==> src/design/bcn_texture_block_decoder_macros.svh <==
// Assertion macros shared by the block decoder
`ifndef BCN_TEXTURE_BLOCK_DECODER_MACROS_SVH
`define BCN_TEXTURE_BLOCK_DECODER_MACROS_SVH

`ifndef SYNTH
`define BTD_ASSERT(label, prop, msg) \
    label: assert property (@(posedge i_clk) disable iff (!i_rst_n) prop) else $error(msg);
`define BTD_ASSERT_ALWAYS(label, prop, msg) \
    label: assert property (@(posedge i_clk) prop) else $error(msg);
`else
`define BTD_ASSERT(label, prop, msg)
`define BTD_ASSERT_ALWAYS(label, prop, msg)
`endif

`endif

==> src/design/btd_pkg.sv <==
`timescale 1ns / 1ps
`default_nettype none

package btd_pkg;

    localparam int unsigned PIXELS    = 16;
    localparam int unsigned PIX_W     = $clog2(PIXELS);
    localparam int unsigned CFG_W     = 3;
    localparam int unsigned CFG_IDX_W = 1;

    // register indexes
    localparam logic [CFG_IDX_W-1:0] REG_BLOCK_FORMAT = 1'd0;
    localparam logic [CFG_IDX_W-1:0] REG_PIXEL_BYTES  = 1'd1;

    typedef enum logic [CFG_W-1:0] {
        FMT_BC1 = 3'd0,
        FMT_BC2 = 3'd1,
        FMT_BC3 = 3'd2,
        FMT_BC4 = 3'd3,
        FMT_BC5 = 3'd4
    } t_fmt;

    localparam logic [CFG_W-1:0] PB_RESET = 3'd4;

    localparam logic [3:0] MASK_NONE = 4'h0;
    localparam logic [3:0] MASK_R    = 4'h1;
    localparam logic [3:0] MASK_G    = 4'h2;
    localparam logic [3:0] MASK_RGB  = 4'h7;
    localparam logic [3:0] MASK_RGBA = 4'hF;

    typedef struct packed {
        logic [63:0] block_high;
        logic [63:0] block_low;
    } t_blk_in;

    typedef struct packed {
        logic [PIX_W-1:0] pixel_index;
        logic [7:0]       red;
        logic [7:0]       green;
        logic [7:0]       blue;
        logic [7:0]       alpha;
        logic [3:0]       write_mask;
        logic             last;
    } t_pix_out;

    typedef struct packed {
        logic [7:0] r;
        logic [7:0] g;
        logic [7:0] b;
        logic [7:0] a;
    } t_rgba;

    function automatic logic [7:0] widen5(input logic [4:0] v);
        widen5 = {v, v[4:2]};
    endfunction

    function automatic logic [7:0] widen6(input logic [5:0] v);
        widen6 = {v, v[5:4]};
    endfunction

    function automatic logic [7:0] avg8(input logic [7:0] a, input logic [7:0] b);
        logic [8:0] s;
        s = {1'b0, a} + {1'b0, b};
        avg8 = s[8:1];
    endfunction

    // Color palette lookup for pixel k of a 64-bit color word
    function automatic t_rgba colour_pixel(input logic [63:0] w, input logic [PIX_W-1:0] k);
        logic [7:0] ar, ag, ab, br, bg, bb;
        logic [1:0] idx;
        t_rgba      c;
        ar  = widen5(w[15:11]);
        ag  = widen6(w[10:5]);
        ab  = widen5(w[4:0]);
        br  = widen5(w[31:27]);
        bg  = widen6(w[26:21]);
        bb  = widen5(w[20:16]);
        idx = w[32 + 2 * k +: 2];
        unique case (idx)
            2'd0: begin
                c = '{r: ar, g: ag, b: ab, a: 8'hFF};
            end
            2'd1: begin
                c = '{r: br, g: bg, b: bb, a: 8'hFF};
            end
            default: begin
                c = '{r: avg8(ar, br), g: avg8(ag, bg), b: avg8(ab, bb), a: 8'hFF};
            end
        endcase
        if (idx == 2'd3) begin
            c.a = 8'h00;
        end
        colour_pixel = c;
    endfunction

    function automatic logic [7:0] single_pixel(input logic [63:0] w,
                                                input logic [PIX_W-1:0] k);
        logic [2:0] idx;
        logic [7:0] v;
        idx = w[16 + 3 * k +: 3];
        unique case (idx)
            3'd0:    v = w[7:0];
            3'd1:    v = w[15:8];
            3'd6:    v = 8'h00;
            3'd7:    v = 8'hFF;
            default: v = avg8(w[7:0], w[15:8]);
        endcase
        single_pixel = v;
    endfunction

    function automatic logic [7:0] explicit_alpha(input logic [63:0] w,
                                                  input logic [PIX_W-1:0] k);
        logic [3:0] n;
        n = w[4 * k +: 4];
        explicit_alpha = {n, n};
    endfunction

endpackage

`default_nettype wire

==> src/design/bcn_texture_block_decoder.sv <==
// Channel   Ports                                 Direction  Handshake
// request   i_block (block_low, block_high)       in         start & !busy
// result    o_result (pixel, channels, mask)      out        o_strobe, one cycle
// config    i_cfg_we, i_cfg_idx, i_cfg_data       in         i_cfg_we
//
// Each block gives sixteen pixels, one per cycle, in row-major order.
// Once its request is taken, the first pixel reaches o_result through the pixel counter and
// then the result register; the pixel counter (one palette decode per cycle) steps through all sixteen pixels.
// busy drops on the cycle that decodes pixel fifteen, so blocks stream gap-free.
// Reset is synchronous, active low: format BC1, four bytes per pixel, no block.
// The receiver cannot stall; every result is shown for exactly one cycle.
`timescale 1ns / 1ps
`default_nettype none

`include "bcn_texture_block_decoder_macros.svh"

module bcn_texture_block_decoder
    import btd_pkg::*;
(
    input  wire logic                 i_clk,
    input  wire logic                 i_rst_n,
    input  wire logic                 start,
    output logic                      busy,
    input  wire t_blk_in              i_block,
    input  wire logic                 i_cfg_we,
    input  wire logic [CFG_IDX_W-1:0] i_cfg_idx,
    input  wire logic [CFG_W-1:0]     i_cfg_data,
    output logic                      o_strobe,
    output t_pix_out                  o_result
);

    logic [CFG_W-1:0] r_fmt, r_pb;
    t_blk_in          r_blk, n_blk;
    logic [PIX_W-1:0] r_cnt, n_cnt;
    logic             r_act, n_act;
    logic             r_strobe, n_strobe;
    t_pix_out         r_res, n_res;

    logic             accept;
    logic             on_last;
    logic             pb_ok;
    logic [63:0]      colour_word;
    t_rgba            c;

    assign on_last = (r_cnt == PIX_W'(PIXELS - 1));
    assign busy    = r_act && !on_last;
    assign accept  = start && !busy;

    always_comb begin
        n_blk    = r_blk;
        n_cnt    = r_cnt;
        n_act    = r_act;
        n_strobe = r_act;
        if (r_act) begin
            n_cnt = r_cnt + PIX_W'(1);
            if (on_last) begin
                n_act = 1'b0;
            end
        end
        if (accept) begin
            n_blk = i_block;
            n_cnt = '0;
            n_act = 1'b1;
        end
    end

    // decode pixel r_cnt of the held block
    assign pb_ok       = (r_pb >= 3'd1) && (r_pb <= 3'd4);
    assign colour_word = (r_fmt == FMT_BC1) ? r_blk.block_low : r_blk.block_high;
    assign c           = colour_pixel(colour_word, r_cnt);

    always_comb begin
        n_res             = '0;
        n_res.pixel_index = r_cnt;
        n_res.last        = on_last;
        unique case (r_fmt)
            FMT_BC1, FMT_BC2, FMT_BC3: begin
                if (r_pb == 3'd4) begin
                    n_res.red        = c.r;
                    n_res.green      = c.g;
                    n_res.blue       = c.b;
                    n_res.write_mask = MASK_RGBA;
                    if (r_fmt == FMT_BC2) begin
                        n_res.alpha = explicit_alpha(r_blk.block_low, r_cnt);
                    end else if (r_fmt == FMT_BC3) begin
                        n_res.alpha = single_pixel(r_blk.block_low, r_cnt);
                    end else begin
                        n_res.alpha = c.a;
                    end
                end else if (r_pb == 3'd3) begin
                    n_res.red        = c.r;
                    n_res.green      = c.g;
                    n_res.blue       = c.b;
                    n_res.write_mask = MASK_RGB;
                end
            end
            FMT_BC4: begin
                if (pb_ok) begin
                    n_res.red        = single_pixel(r_blk.block_low, r_cnt);
                    n_res.write_mask = MASK_R;
                end
            end
            FMT_BC5: begin
                if (pb_ok) begin
                    n_res.red        = single_pixel(r_blk.block_low, r_cnt);
                    n_res.write_mask = MASK_R;
                end
                if (pb_ok && r_pb >= 3'd2) begin
                    n_res.green      = single_pixel(r_blk.block_high, r_cnt);
                    n_res.write_mask = MASK_R | MASK_G;
                end
            end
            default: begin
                n_res.write_mask = MASK_NONE;
            end
        endcase
    end

    always_ff @(posedge i_clk) begin
        if (!i_rst_n) begin
            r_fmt    <= FMT_BC1;
            r_pb     <= PB_RESET;
            r_cnt    <= '0;
            r_act    <= 1'b0;
            r_strobe <= 1'b0;
        end else begin
            if (i_cfg_we && i_cfg_idx == REG_BLOCK_FORMAT) begin
                r_fmt <= i_cfg_data;
            end
            if (i_cfg_we && i_cfg_idx == REG_PIXEL_BYTES) begin
                r_pb <= i_cfg_data;
            end
            r_cnt    <= n_cnt;
            r_act    <= n_act;
            r_strobe <= n_strobe;
        end
    end

    always_ff @(posedge i_clk) begin
        r_blk <= n_blk;
        r_res <= n_res;
    end

    assign o_strobe = r_strobe;
    assign o_result = r_res;

    `BTD_ASSERT(a_run_contiguous,
        o_strobe && !o_result.last |=> o_strobe, "pixel burst broken")
    `BTD_ASSERT(a_index_steps,
        o_strobe && !o_result.last |=>
            (o_result.pixel_index == $past(o_result.pixel_index) + PIX_W'(1)),
        "pixel index skipped")
    `BTD_ASSERT(a_last_flag,
        o_strobe |-> (o_result.last == (o_result.pixel_index == PIX_W'(PIXELS - 1))),
        "last flag off pixel fifteen")
    `BTD_ASSERT(a_accept_to_first,
        accept |=> ##1 (o_strobe && o_result.pixel_index == '0),
        "first pixel missing after request")

endmodule

`default_nettype wire

==> config.mk <==
export PLATFORM = sky130hd
export DESIGN_NAME = bcn_texture_block_decoder
export DESIGN_NICKNAME = d
export VERILOG_FILES = /design/src/design/btd_pkg.sv /design/src/design/bcn_texture_block_decoder.sv
export VERILOG_INCLUDE_DIRS = /design/src /design/src/design
export SDC_FILE = /design/constraint.sdc
export NUM_CORES = 1
export LEC_CHECK = 0
export ABC_AREA = 1
export BUFFER_PORTS_ARGS = -buffer_cell sky130_fd_sc_hd__buf_4
export CAP_MARGIN = 0
export CORE_MARGIN = 5
export CORE_UTILIZATION = 35
export DETAILED_ROUTE_END_ITERATION = 12
export PLACE_DENSITY = 0.66
export SYNTH_ARGS = -nofsm -noshare
export SYNTH_HDL_FRONTEND = slang
export SYNTH_SLANG_ARGS = --single-unit
export TNS_END_PERCENT = 100
==> constraint.sdc <==
create_clock -name i_clk -period 9 [get_ports i_clk]
set_input_delay 0.45 -clock i_clk [delete_from_list [all_inputs] [get_ports i_clk]]
set_output_delay 0.45 -clock i_clk [all_outputs]
set_load 0.05 [all_outputs]
# --- After elaboration in Yosys (flattened, before gate mapping) ---
# Cells that the tools add are included.
# W data, S select, Z words.
word_totals:
  out_inout_bits: 43
  register_bits: 181
  inputBits: 136
op_classes:
  reduce_logical: 16
  shift: 4
  add_sub_neg: 8
  order_cmp: 3
  eq_ne: 15
  n_mux: 21
  multipliers: 1
  bitwise_logic: 2
op_table:
  columns: ["operator", "count"]
  rows:
  - ["$mux W64", 1]
  - ["$pmux W32 S2", 1]
  - ["$pmux W8 S4", 2]
  - ["$shiftx A64 B33 Y3", 1]
  - ["$shiftx A64 B7 Y4", 1]
  - ["$shiftx A64 B8 Y2", 1]
  - ["$shiftx A64 B8 Y3", 1]
  - ["$mux W24", 2]
  - ["$add A8 B8 Y9", 5]
  - ["$mux W8", 5]
  - ["$pmux W8 S2", 2]
  - ["$eq A3 B3 Y1 const B", 6]
  - ["$pmux W4 S3", 1]
  - ["$eq A3 B1 Y1 const B", 3]
  - ["$eq A3 B2 Y1 const B", 3]
  - ["$logic_not A3 Y1", 3]
  - ["$mux W4", 2]
  - ["$add A5 B6 Y7 const A", 1]
  - ["$add A6 B5 Y7 const A", 1]
  - ["$logic_and A1 B1 Y1", 6]
  - ["$mul A2 B4 Y6 const A", 1]
  - ["$add A4 B1 Y4 const B", 1]
  - ["$eq A4 B4 Y1 const B", 1]
  - ["$mux W1", 4]
  - ["12 further kinds", 15]

# --- Depth between registers and ports, before layout ---
# Gate-level depths: netlist of the first run.
depth:
  word_depth: 8
  mapped_depth: 20
  depth_no_buf: 18

# --- Worst setup path before layout of the first run ---
# OpenSTA, ideal clock, no wires.
synth_path:
  kind: "register -> register"
  start: "register r_cnt[0]"
  end: "register r_blk[0] in the netlist's numbering (enable)"
  setup_slack_ns: 1.897
  t_required_ns: 8.383
  n_path_buf: 0
  stages_incl_launch_ff: 6
  arrival_time_ns: 6.485
  path_cell_list: "dfxtp_1 > ha_1 > inv_1 > o21ai_0 > inv_1 > nor2_1"
synth_between:
  elab_chain_cells: 5
synth_lines:
  columns: ["element", "line_no", "source"]
  rows:
  - ["from (decl)", "bcn_texture_block_decoder.sv:34", "logic [PIX_W-1:0] r_cnt, n_cnt;"]
  - ["from (signal assigned)", "bcn_texture_block_decoder.sv:133", "r_cnt <= n_cnt;"]
  - ["$eq A4 B4 Y1", "bcn_texture_block_decoder.sv:45", "assign on_last = (r_cnt == PIX_W'(PIXELS - 1));"]
  - ["$logic_not A1 Y1", "bcn_texture_block_decoder.sv:46", "assign busy = r_act && !on_last;"]
  - ["$logic_and A1 B1 Y1", "bcn_texture_block_decoder.sv:46", null]
  - ["via busy", "bcn_texture_block_decoder.sv:23", "output logic busy,"]
  - ["$logic_not A1 Y1", "bcn_texture_block_decoder.sv:47", "assign accept = start && !busy;"]
  - ["$logic_and A1 B1 Y1", "bcn_texture_block_decoder.sv:47", null]
  - ["via accept", "bcn_texture_block_decoder.sv:39", "logic accept;"]
  - ["to (signal assigned)", "bcn_texture_block_decoder.sv:140", "r_blk <= n_blk;"]
  - ["to (decl)", "bcn_texture_block_decoder.sv:33", "t_blk_in r_blk, n_blk;"]
# The timed path passes the listed nets, and every way through them passes these cells.
# A chain may end at the register's enable or synchronous reset.

==> results of run 1 <==
-- cell families after synthesis --
family	after synthesis	synth area share [%]
AND/OR/NAND/NOR	623	26.1
XOR/XNOR	20	1.71
AO/OA/AOI/OAI	230	12.4
flip-flops	181	47.9
adder cells (fa/ha/maj)	36	4.69
buffers and inverters	175	7.28
-- path summary, 6_finish.rpt --
path | start | to | slack [ns]
setup reg to reg | r_cnt[1] | o_result[35] | 5.08
hold / removal | i_block[118] | r_blk[118] | 0.18
setup / recovery | r_cnt[1] | o_result[35] | 5.08
hold reg to reg | r_cnt[1] | o_result[38] | 0.44
-- sequential cells by signal, indices dropped and copies added, names as in the netlist --
| name | flops |
|---|---|
| r_pb | 3 |
| r_blk | 128 |
| n_strobe | 1 |
| o_strobe | 1 |
| o_result | 41 |
| r_cnt | 4 |
| r_fmt | 3 |
-- metal layers --
metal  track usage [%]  vias up
met5                 0        -
met4              5.16        0
met3              3.18       61
met2              31.5      404
met1              25.6     4273
li1                  -     4592
-- power by group --
part           switching, mW  internal [mW]  total, mW  leakage [nW]
clock                  0.355          0.420      0.775         0.284
combinational          0.519          0.251      0.770          3.65
sequential            0.0431          0.979       1.02          1.66
total                  0.917           1.65       2.57          5.59
-- stage by stage --
| stage | setup slack (ns) | hold WS (ns) |
|---|---|---|
| 6_report | 5.08 | 0.184 |
| 5_1_grt | 4.81 | 0.167 |
| 4_1_cts | 5.21 | 0.171 |
| 3_5_place_dp | 5.24 | 0.422 |
| 3_3_place_gp | 5.33 | 0.404 |
| 2_1_floorplan | 1.90 | 0.326 |
-- cell type report --
type / instances / area, um^2
Inverter: 126 / 473
Clock buffer: 18 / 429
Tap cell: 384 / 480
Fill cell: 2873 / 16300
Multi-Input combinational cell: 909 / 4610
Timing Repair Buffer: 186 / 1400
Clock inverter: 14 / 169
Sequential cell: 181 / 4910
-- cell usage in the layout (no fill, tap or decap), types with 3 or more instances in the layout --
| cell | count |
|---|---|
| nand2_1 | 362 |
| buf_4 | 186 |
| edfxtp_1 | 128 |
| inv_1 | 117 |
| nand3_1 | 110 |
| o21ai_0 | 94 |
| nor2_1 | 78 |
| a21oi_1 | 70 |
| dfxtp_1 | 52 |
| nand4_1 | 34 |
| ha_1 | 32 |
| o21ai_1 | 20 |
| clkbuf_16 | 17 |
| o211ai_1 | 15 |
| or2_2 | 12 |
| xnor2_1 | 10 |
| xor2_1 | 10 |
| inv_2 | 9 |
| nand2_2 | 6 |
| o21a_1 | 6 |
| or2_1 | 5 |
| nor3_1 | 5 |
| o22ai_1 | 5 |
| nand3b_1 | 4 |
| a31oi_1 | 4 |
| nor2_4 | 4 |
| fa_1 | 4 |
| inv_6 | 4 |
| o21bai_1 | 3 |
| inv_8 | 3 |
| clkinvlp_4 | 3 |
==> results.md, run 1 <==
* Status: complete, no violations
* Cell variety after synth at 42
* WL/cell at roughly 18 um
* Post-Syn Nets at about 1,400
* Area growth syn-to-layout at 21.6%
* Cell with the most instances after synthesis: nand2_1
* Die width at 181 um
* Sequential element share of the synthesized area at 47.9%
* Fin crit period at about 4 ns
* Die height at approximately 180 um
* Synth area leader: edfxtp_1
* Crit-path most repeated cell: nand2_1
* Clk_lat worst skew at 0.44 ns
* Drt drc at 0
* Post-Layout Cell Count at ~1,800
* Rows at 62
* Final setup viols at 0
* Final RePlAce weighted congestion at around 0.97
* Worst setup SP type: register
* Die Area at about 0.033 mm^2
* Drt pass-1 iters at 6
* Syn avg cell area at between 8 and 9 um^2
* Clock root cell: clkbuf_16
* Measured slew at the worst slew-check pin at between 1 and 1.5 ns
* Initial antenna violation count at 0
* Leak at roughly 5.6 nW
* Cell Pwr Density at ~210 mW/mm^2
* Post-synth EDFFs at roughly 130
* WHS Path Cells at 1
* Top layer in use: met4
* First-pass GRT wire length at slightly below 50,000 um
* Synth top cells by count: nand2_1 (362), edfxtp_1 (128), inv_1 (117)
* Placed wire-length estimate at 24,800 um
* Max IR drop VDD at 111 uV
* Hold Fails Final Rpt at 0
* Clk slew on worst S/H paths at ~0.08 ns
* Routed met2 length at roughly 15,000 um
* CP Depth at 16
* Max stage delay on crit path at ~0.94 ns
* R2R depth at 16
* IO Port Bufs at roughly 180
* Vias in the first global route at roughly 9,000
* Tot Pwr at roughly 2.6 mW
* WP buf/inv at 4
* Via density at 5.13
* Gr ovfl total at 0
* MaxCap Viol Count at 0
* Ant. Diodes at 0
* Final worst-path cycle share at a little over two fifths
* Post-route ant nets at 0
* WS Path Type: reg2reg
* Post-CTS setup buffers at 0
* Core ar. at roughly 0.029 mm^2
* Arr. time, crit path at ~4.3 ns
* WP data required at approximately 9.3 ns
* Sink Count at 181
* Post-Syn Area at just over 0.01 mm^2
* Top Ports at approximately 180
* Max stage delay cell, worst path: o21ai_1
* Async SR Flop Fraction at 0%
* Critical path's top delay family: simple AND/OR/NAND/NOR gates
* GRT Total Usage at 18.9%
* Met3 WL post-DR at about 2200 um
* Final Net Count at between 1,500 and 2,000
* Hold Path Class: in2reg
* Worst slew margin at 19.6%
* Yosys warnings at 0
* H-tree depth at 4
* Initial Utilization at about 36%
* Post-CTS Resized at 0
* Clock Tree Buf Depth at 2
* Hold_buf cts at 0
* Clk_skew at 0.0169 ns
* CP max FO at 42
* Post-Synthesis Cells at around 1,300
* CP Cell Sequence: buf_4, inv_1, nand2_1, a21oi_1, o21ai_0, nand2_1, nand2_1, nand3_1, o21ai_1, inv_2, nor2_4, inv_1, nor2_1, nor2_1, nand2_1, nand2_1
* Via Count at 9,330
* Drt total wl at 32,000 um
* CTS tree: built
* Yosys reg bits at 181
* Slew Limit Fails at 0
* RSZ-0062 raised after global routing: no
* Initial DRC Count at roughly 1,100
* Total CTS buffers at 17
* Synth area leaders: edfxtp_1 (38%), nand2_1 (13%), dfxtp_1 (10%), nand3_1 (5.4%), o21ai_0 (4.6%)
* Setup TNS Final at 0 ns
* Ys flop type: edfxtp_1
* Final core utilization at between 40% and 50%
* Dpl cell area at 0.0119 mm^2
* Largest net degree at the start of global routing at approximately 90
* Placed cell count at 1,786
* Finished Cell Area at ~0.012 mm^2
* Met1 wire length at around 14,000 um
* Top cell type's share of synthesized area at a little under two fifths
* Fmax at roughly 0.26 GHz
* Fraction of layout cells with a size suffix above 1 at between 10% and 20%
* CP Capture Type: register
No activity file was read; power rests on OpenSTA's default activity.
==> run 2: changes to the inputs <==
Settings changed: PLACE_DENSITY 0.66 to 0.68.
Clock period 9 ns to 3.4 ns, I/O delays scaled along.
==> run 2 against run 1 <==
Design area rose by 12%. Critical path depth fell by 1. Wire length is 8.8% higher. Clock-buffer cell count grew 2. Largest cell class unchanged.
==> results.md, run 2 (synthesis gave the netlist of run 1 again) <==
* Clk_lat worst skew at 0.44 ns (about the same)
* Leading cell types in the layout, fill and taps excluded: nand2_1 (362), buf_4 (200), dlygate4sd3_1 (132)
* Fill count at 2,686 (-6.5%)
* Final worst-path cycle share at 86.8% (+43 points)
* MaxCap Viol Count at 0 (unchanged)
* H-tree depth at 4 (unchanged)
* CP max FO at 28 (-33%)
* Final RePlAce weighted congestion at 0.944 (-2.6%)
* Worst setup SP type: register
* Final core utilization at 48.5% (+5.2 points)
* Drt drc at 0 (unchanged)
* Pre-CTS WS at 0.517 ns (-4.72 ns)
* Sink Count at 181 (unchanged)
* Top Ports at 179 (unchanged)
* Largest net degree at the start of global routing at 88 (unchanged)
* First-pass GRT wire length at 53,900 um (+9.3%)
* Biggest register: r_blk
* Via Count at 9,921 (+6.3%)
* Final Net Count at 1,742 (+9.4%)
* Gr ovfl total at 0 (unchanged)
* Worst slew margin at 49.9% (+30 points)
* WP data required at 3.74 ns (-5.59 ns)
* R2R depth at 15 (-1)
* Total CTS buffers at 17 (unchanged)
* Drt pass-1 iters at 7 (+1)
* Vias in the first global route at 9,929 (+10%)
* Hold Path Class: in2reg
* Die height at 181 um (unchanged)
* Setup TNS Final at 0 ns (unchanged)
* Core ar. at 0.0288 mm^2 (unchanged)
* CTS tree: built
* CP Capture Type: register
* Post-route ant nets at 0 (unchanged)
* Multi-input gate area at 0.00461 mm^2 (unchanged)
* IO Port Bufs at 178 (unchanged)
* WS Path Type: reg2reg
* Die Area at 0.0328 mm^2 (unchanged)
* Worst Hold Slack at 0.0207 ns (-0.163 ns)
* Drt total wl at 34,900 um (+8.8%)
* Rows at 62 (unchanged)
* Fraction of layout cells with a size suffix above 1 at 17.1% (-0.52 points)
* Max IR drop VDD at 274 uV (+150%)
* Max reg flops at 128 (unchanged)
* Clock root cell: clkbuf_16
* Tot Pwr at 7.02 mW (+170%)
* Initial antenna violation count at 1 (+1)
* Final setup viols at 0 (unchanged)
* Leak at 6.25 nW (+12%)
* RSZ-0062 raised after global routing: no
* Status: complete, no violations
* Fmax at 0.339 GHz (+33%)
* Clk_skew at 0.0144 ns (-0.00249 ns)
* WL/cell at 17.7 um (+0.54%)
* GRT Total Usage at 20.7% (+1.8 points)
* Measured slew at the worst slew-check pin at 0.749 ns (-0.450 ns)
* Arr. time, crit path at 3.29 ns (-0.96 ns)
* Cell Pwr Density at 502 mW/mm^2 (+140%)
* Most common cell after layout, fill and taps aside: nand2_1
* Hold Fails Final Rpt at 0 (unchanged)
* Initial Utilization at 35.6% (unchanged)
* Slew Limit Fails at 0 (unchanged)
* Post-CTS Resized at 0 (unchanged)
* Final worst slack at 0.449 ns (-4.63 ns)
* Via density at 5.04 (-1.8%)
* Initial DRC Count at 736 (-32%)
* Placed wire-length estimate at 25,200 um (+1.7%)
* Fin crit period at 2.95 ns (-0.968 ns)
* Die width at 181 um (unchanged)
* Seq. cell area at 0.00491 mm^2 (unchanged)
* Clock Tree Buf Depth at 2 (unchanged)
* WHS Path Cells at 3 (+2)
* Area growth syn-to-layout at 36.3%
* Clk slew on worst S/H paths at 0.08 ns (about the same)
==> run 2: area by class of cell <==
cell class                      instances  area share, %
Sequential cell                       181           35.1
Multi-Input combinational cell        909           33.0
Timing Repair Buffer                  335           20.6
Tap cell                              384           3.44
Clock buffer                           20           3.43
Inverter                              126           3.39
Clock inverter                         12           1.00
Antenna cell                            1         0.0179
==> run 2: layer usage <==
metal / vias to the layer above / global-route usage, % / routed length [um]
met4: 0 / 7.66 / 1200
met5: - / 0 / 0
li1: 4890 / - / -
met3: 74 / 3.64 / 2300
met1: 4504 / 26.7 / 14900
met2: 453 / 34.9 / 16500
==> run 2: critical path, stage by stage, from the launching register on <==
cell      delay, ns
dfxtp_1        0.33
nor2_1         0.13
nand2_1        0.19
buf_4          0.28
o21ai_0        0.29
ha_1           0.37
a21oi_1        0.30
o21ai_0        0.19
a21oi_1        0.17
o21bai_1       0.11
nand3_1        0.10
nand2_1        0.06
o21ai_0        0.16
inv_1          0.05
nand2_1        0.06
nand2_1        0.05
==> run 2: stage by stage <==
step | instance area, um^2 | cells
2_1_floorplan | 10300 | 1265
4_1_cts | 14000 | 1967
6_report | 14000 | 1968
5_1_grt | 14000 | 1968
3_3_place_gp | 12000 | 1803
3_5_place_dp | 12000 | 1803
==> run 2: worst paths after layout <==
path / to / slack, ns / from
hold / removal: r_pb[0] / 0.02 / i_cfg_data[0]
hold reg to reg: o_result[40] / 0.42 / r_cnt[3]
setup / recovery: o_result[28] / 0.45 / r_fmt[0]
setup reg to reg: o_result[28] / 0.45 / r_fmt[0]
==> run 2: repair_timing <==
item,4_1_cts,5_1_grt
hold buffers,132,0
endpoints found under the hold margin,131,0
buffers inserted,0,0
==> run 2: report_power, final <==
part	switching (mW)	total (mW)	internal, mW
registers	0.116	2.71	2.59
clock network	0.925	2.11	1.19
logic	1.41	2.20	0.791
total	2.45	7.02	4.57
==> run 3: changes to the inputs <==
--- a/config.mk
+++ b/config.mk
@@ -8,4 +8,5 @@
 export LEC_CHECK = 0
 export ABC_AREA = 1
+export ABC_CLOCK_PERIOD_IN_PS = 3400
 export BUFFER_PORTS_ARGS = -buffer_cell sky130_fd_sc_hd__buf_4
 export CAP_MARGIN = 0
@@ -14,4 +15,5 @@
 export DETAILED_ROUTE_END_ITERATION = 12
 export PLACE_DENSITY = 0.68
+export SLEW_MARGIN = 30
 export SYNTH_ARGS = -nofsm -noshare
 export SYNTH_HDL_FRONTEND = slang
==> constraint.sdc (replaced) <==
create_clock -name i_clk -period 3.4 [get_ports i_clk]
set_input_delay 0 -clock i_clk [delete_from_list [all_inputs] [get_ports i_clk]]
set_output_delay 0 -clock i_clk [all_outputs]
set_load 0.05 [all_outputs]
==> run 3 against run 2 <==
Design area is 0.64% higher. Non-clock buffer count is 9 higher. Power is 0.11% higher. Highest routed layer unchanged. Final cell count is 0.46% higher. Sequential share of layout area is 0.23 points lower. Largest power group unchanged. Critical path depth stayed put.
==> results.md, run 3 (synthesis gave the netlist of run 1 again) <==
* H-tree depth at 4 (unchanged)
* Initial DRC Count at 850 (+15%)
* Post-route ant nets at 0 (unchanged)
* Via Count at 9,946 (+0.25%)
* Core ar. at 0.0288 mm^2 (unchanged)
* First-pass GRT wire length at 54,200 um (+0.56%)
* Status: complete, no violations
* R2r setup slk at 0.42 ns (-0.03 ns)
* Max IR drop VDD at 277 uV (+0.88%)
* Placed wire-length estimate at 25,200 um (unchanged)
* RR Endpoint: o_result[28]
* Sink Count at 181 (unchanged)
* Fraction of layout cells with a size suffix above 1 at 17.0% (-0.096 points)
* Die height at 181 um (unchanged)
* Measured slew at the worst slew-check pin at 0.745 ns (-0.00447 ns)
* Gr ovfl total at 0 (unchanged)
* Final setup viols at 0 (unchanged)
* Final core utilization at 48.9% (+0.31 points)
* Clock root cell: clkbuf_16
* RSZ-0062 raised after global routing: no
* Biggest register: r_blk
* Largest net degree at the start of global routing at 88 (unchanged)
* CTS tree: built
* IO Port Bufs at 178 (unchanged)
* Slew Limit Fails at 0 (unchanged)
* Die width at 181 um (unchanged)
* Most common cell after layout, fill and taps aside: nand2_1
* Final Net Count at 1,751 (+0.52%)
* Cell Pwr Density at 500 mW/mm^2 (-0.53%)
* Multi-input gate area at 0.00461 mm^2 (unchanged)
* Vias in the first global route at 9,976 (+0.47%)
* Fill count at 2,678 (-0.30%)
* Leak at 6.29 nW (+0.64%)
* Fmax at 0.335 GHz (-1.1%)
* Drt drc at 0 (unchanged)
* WL/cell at 17.7 um (-0.17%)
* Leading cell types in the layout, fill and taps excluded: nand2_1 (362), buf_4 (200), dlygate4sd3_1 (141)
* CP max FO at 28 (unchanged)
* WHS Path Cells at 2 (-1)
* Crit path from: r_fmt[0]
* Via density at 5.03 (-0.20%)
* Rows at 62 (unchanged)
* Clk_lat worst skew at 0.44 ns (about the same)
* Clock Tree Buf Depth at 2 (unchanged)
* R2R depth at 15 (unchanged)
* Drt pass-1 iters at 5 (-2)
* MaxCap Viol Count at 0 (unchanged)
* Arr. time, crit path at 3.32 ns (+0.03 ns)
* Top Ports at 179 (unchanged)
* Hold Path Class: in2reg
* Clk_skew at 0.0144 ns (+0.0000164 ns)
* Setup TNS Final at 0 ns (unchanged)
* CP Capture Point: o_result[28]
* R2R Path Start: r_fmt[0]
* Hold_buf cts at 141 (+6.8%)
* Clk slew on worst S/H paths at 0.08 ns (about the same)
* Initial Utilization at 35.6% (unchanged)
* Final RePlAce weighted congestion at 0.944 (unchanged)
* Seq. cell area at 0.00491 mm^2 (unchanged)
* Fin crit period at 2.98 ns (+0.0325 ns)
* Die Area at 0.0328 mm^2 (unchanged)
* CP Capture Type: register
* Hold Startpoint: i_block[56]
* Area growth syn-to-layout at 37.2%
* Total CTS buffers at 17 (unchanged)
* Hold Fails Final Rpt at 0 (unchanged)
* Post-CTS Resized at 0 (unchanged)
* GRT Total Usage at 20.9% (+0.13 points)
* Worst slew margin at 50.2% (+0.30 points)
* WS Path Type: reg2reg
* Drt total wl at 35,000 um (+0.28%)
* Final worst-path cycle share at 87.7% (+0.96 points)
* Post-CTS setup buffers at 0 (unchanged)
* Initial antenna violation count at 1 (unchanged)
* Worst setup SP type: register
* Max reg flops at 128 (unchanged)
* WP data required at 3.74 ns (about the same)
run 3: cell count changes in the layout (fill, tap and decap cells not counted):
| cell | before | now |
|---|---|---|
| dlygate4sd3_1 | 132 | 141 |
run 3: cell type report:
cell class,instances,share of cell area [%]
clock buffers,20,3.41
well taps,384,3.42
clock inverters,12,0.997
multi-input cells,909,32.8
inverters,126,3.36
flip-flops and latches,181,34.9
diodes,1,0.0178
repair buffers,344,21.1
run 3: power breakdown:
group | internal [mW] | switching, mW | leakage [nW] | total [mW]
combinational | 0.798 | 1.41 | 4.33 | 2.21
clock | 1.19 | 0.925 | 0.301 | 2.11
sequential | 2.59 | 0.116 | 1.66 | 2.70
total | 4.57 | 2.45 | 6.29 | 7.02
run 3: routing by layer:
metal  share of wire (%)  wire, um  global-route usage (%)  up-vias
met2                  47     16500                    35.3      432
met3                 5.9      2070                    3.64       76
li1                    -         -                       -     4908
met4                 3.6      1280                    7.66        0
met5                   0         0                       0        -
met1                  43     15100                    26.8     4530
run 3: through the flow:
stage                     hold WS, ns  setup slack, ns  area [um^2]  std cells  total power [mW]
final                           0.267            0.417        14100       1977              7.02
after global routing            0.263            0.176        14100       1977              7.37
after CTS                       0.261            0.503        14100       1976              7.02
after detailed placement        0.179            0.517        12000       1803              4.81
after global placement          0.179            0.579        12000       1803              4.82
after floorplan                0.0976           0.0636        10300       1265              4.13
run 3: critical path: stages, from the launching register on:
cell and delay, ns:
dfxtp_1 0.33, nor2_1 0.14, nand2_1 0.19, buf_4 0.28, o21ai_0 0.33, ha_1 0.38, a21oi_1 0.30, o21ai_0 0.18
a21oi_1 0.17, o21bai_1 0.11, nand3_1 0.09, nand2_1 0.05, o21ai_0 0.16, inv_1 0.05, nand2_1 0.06, nand2_1 0.05
run 3: worst min-delay path by stage:
stage,slack [ns],endpoint
after CTS,0.26,r_blk[36]
after detailed placement,0.18,r_blk[101]
final,0.27,r_blk[56]
after global routing,0.26,r_blk[56]
after floorplan,0.1,o_strobe
after global placement,0.18,r_blk[15]
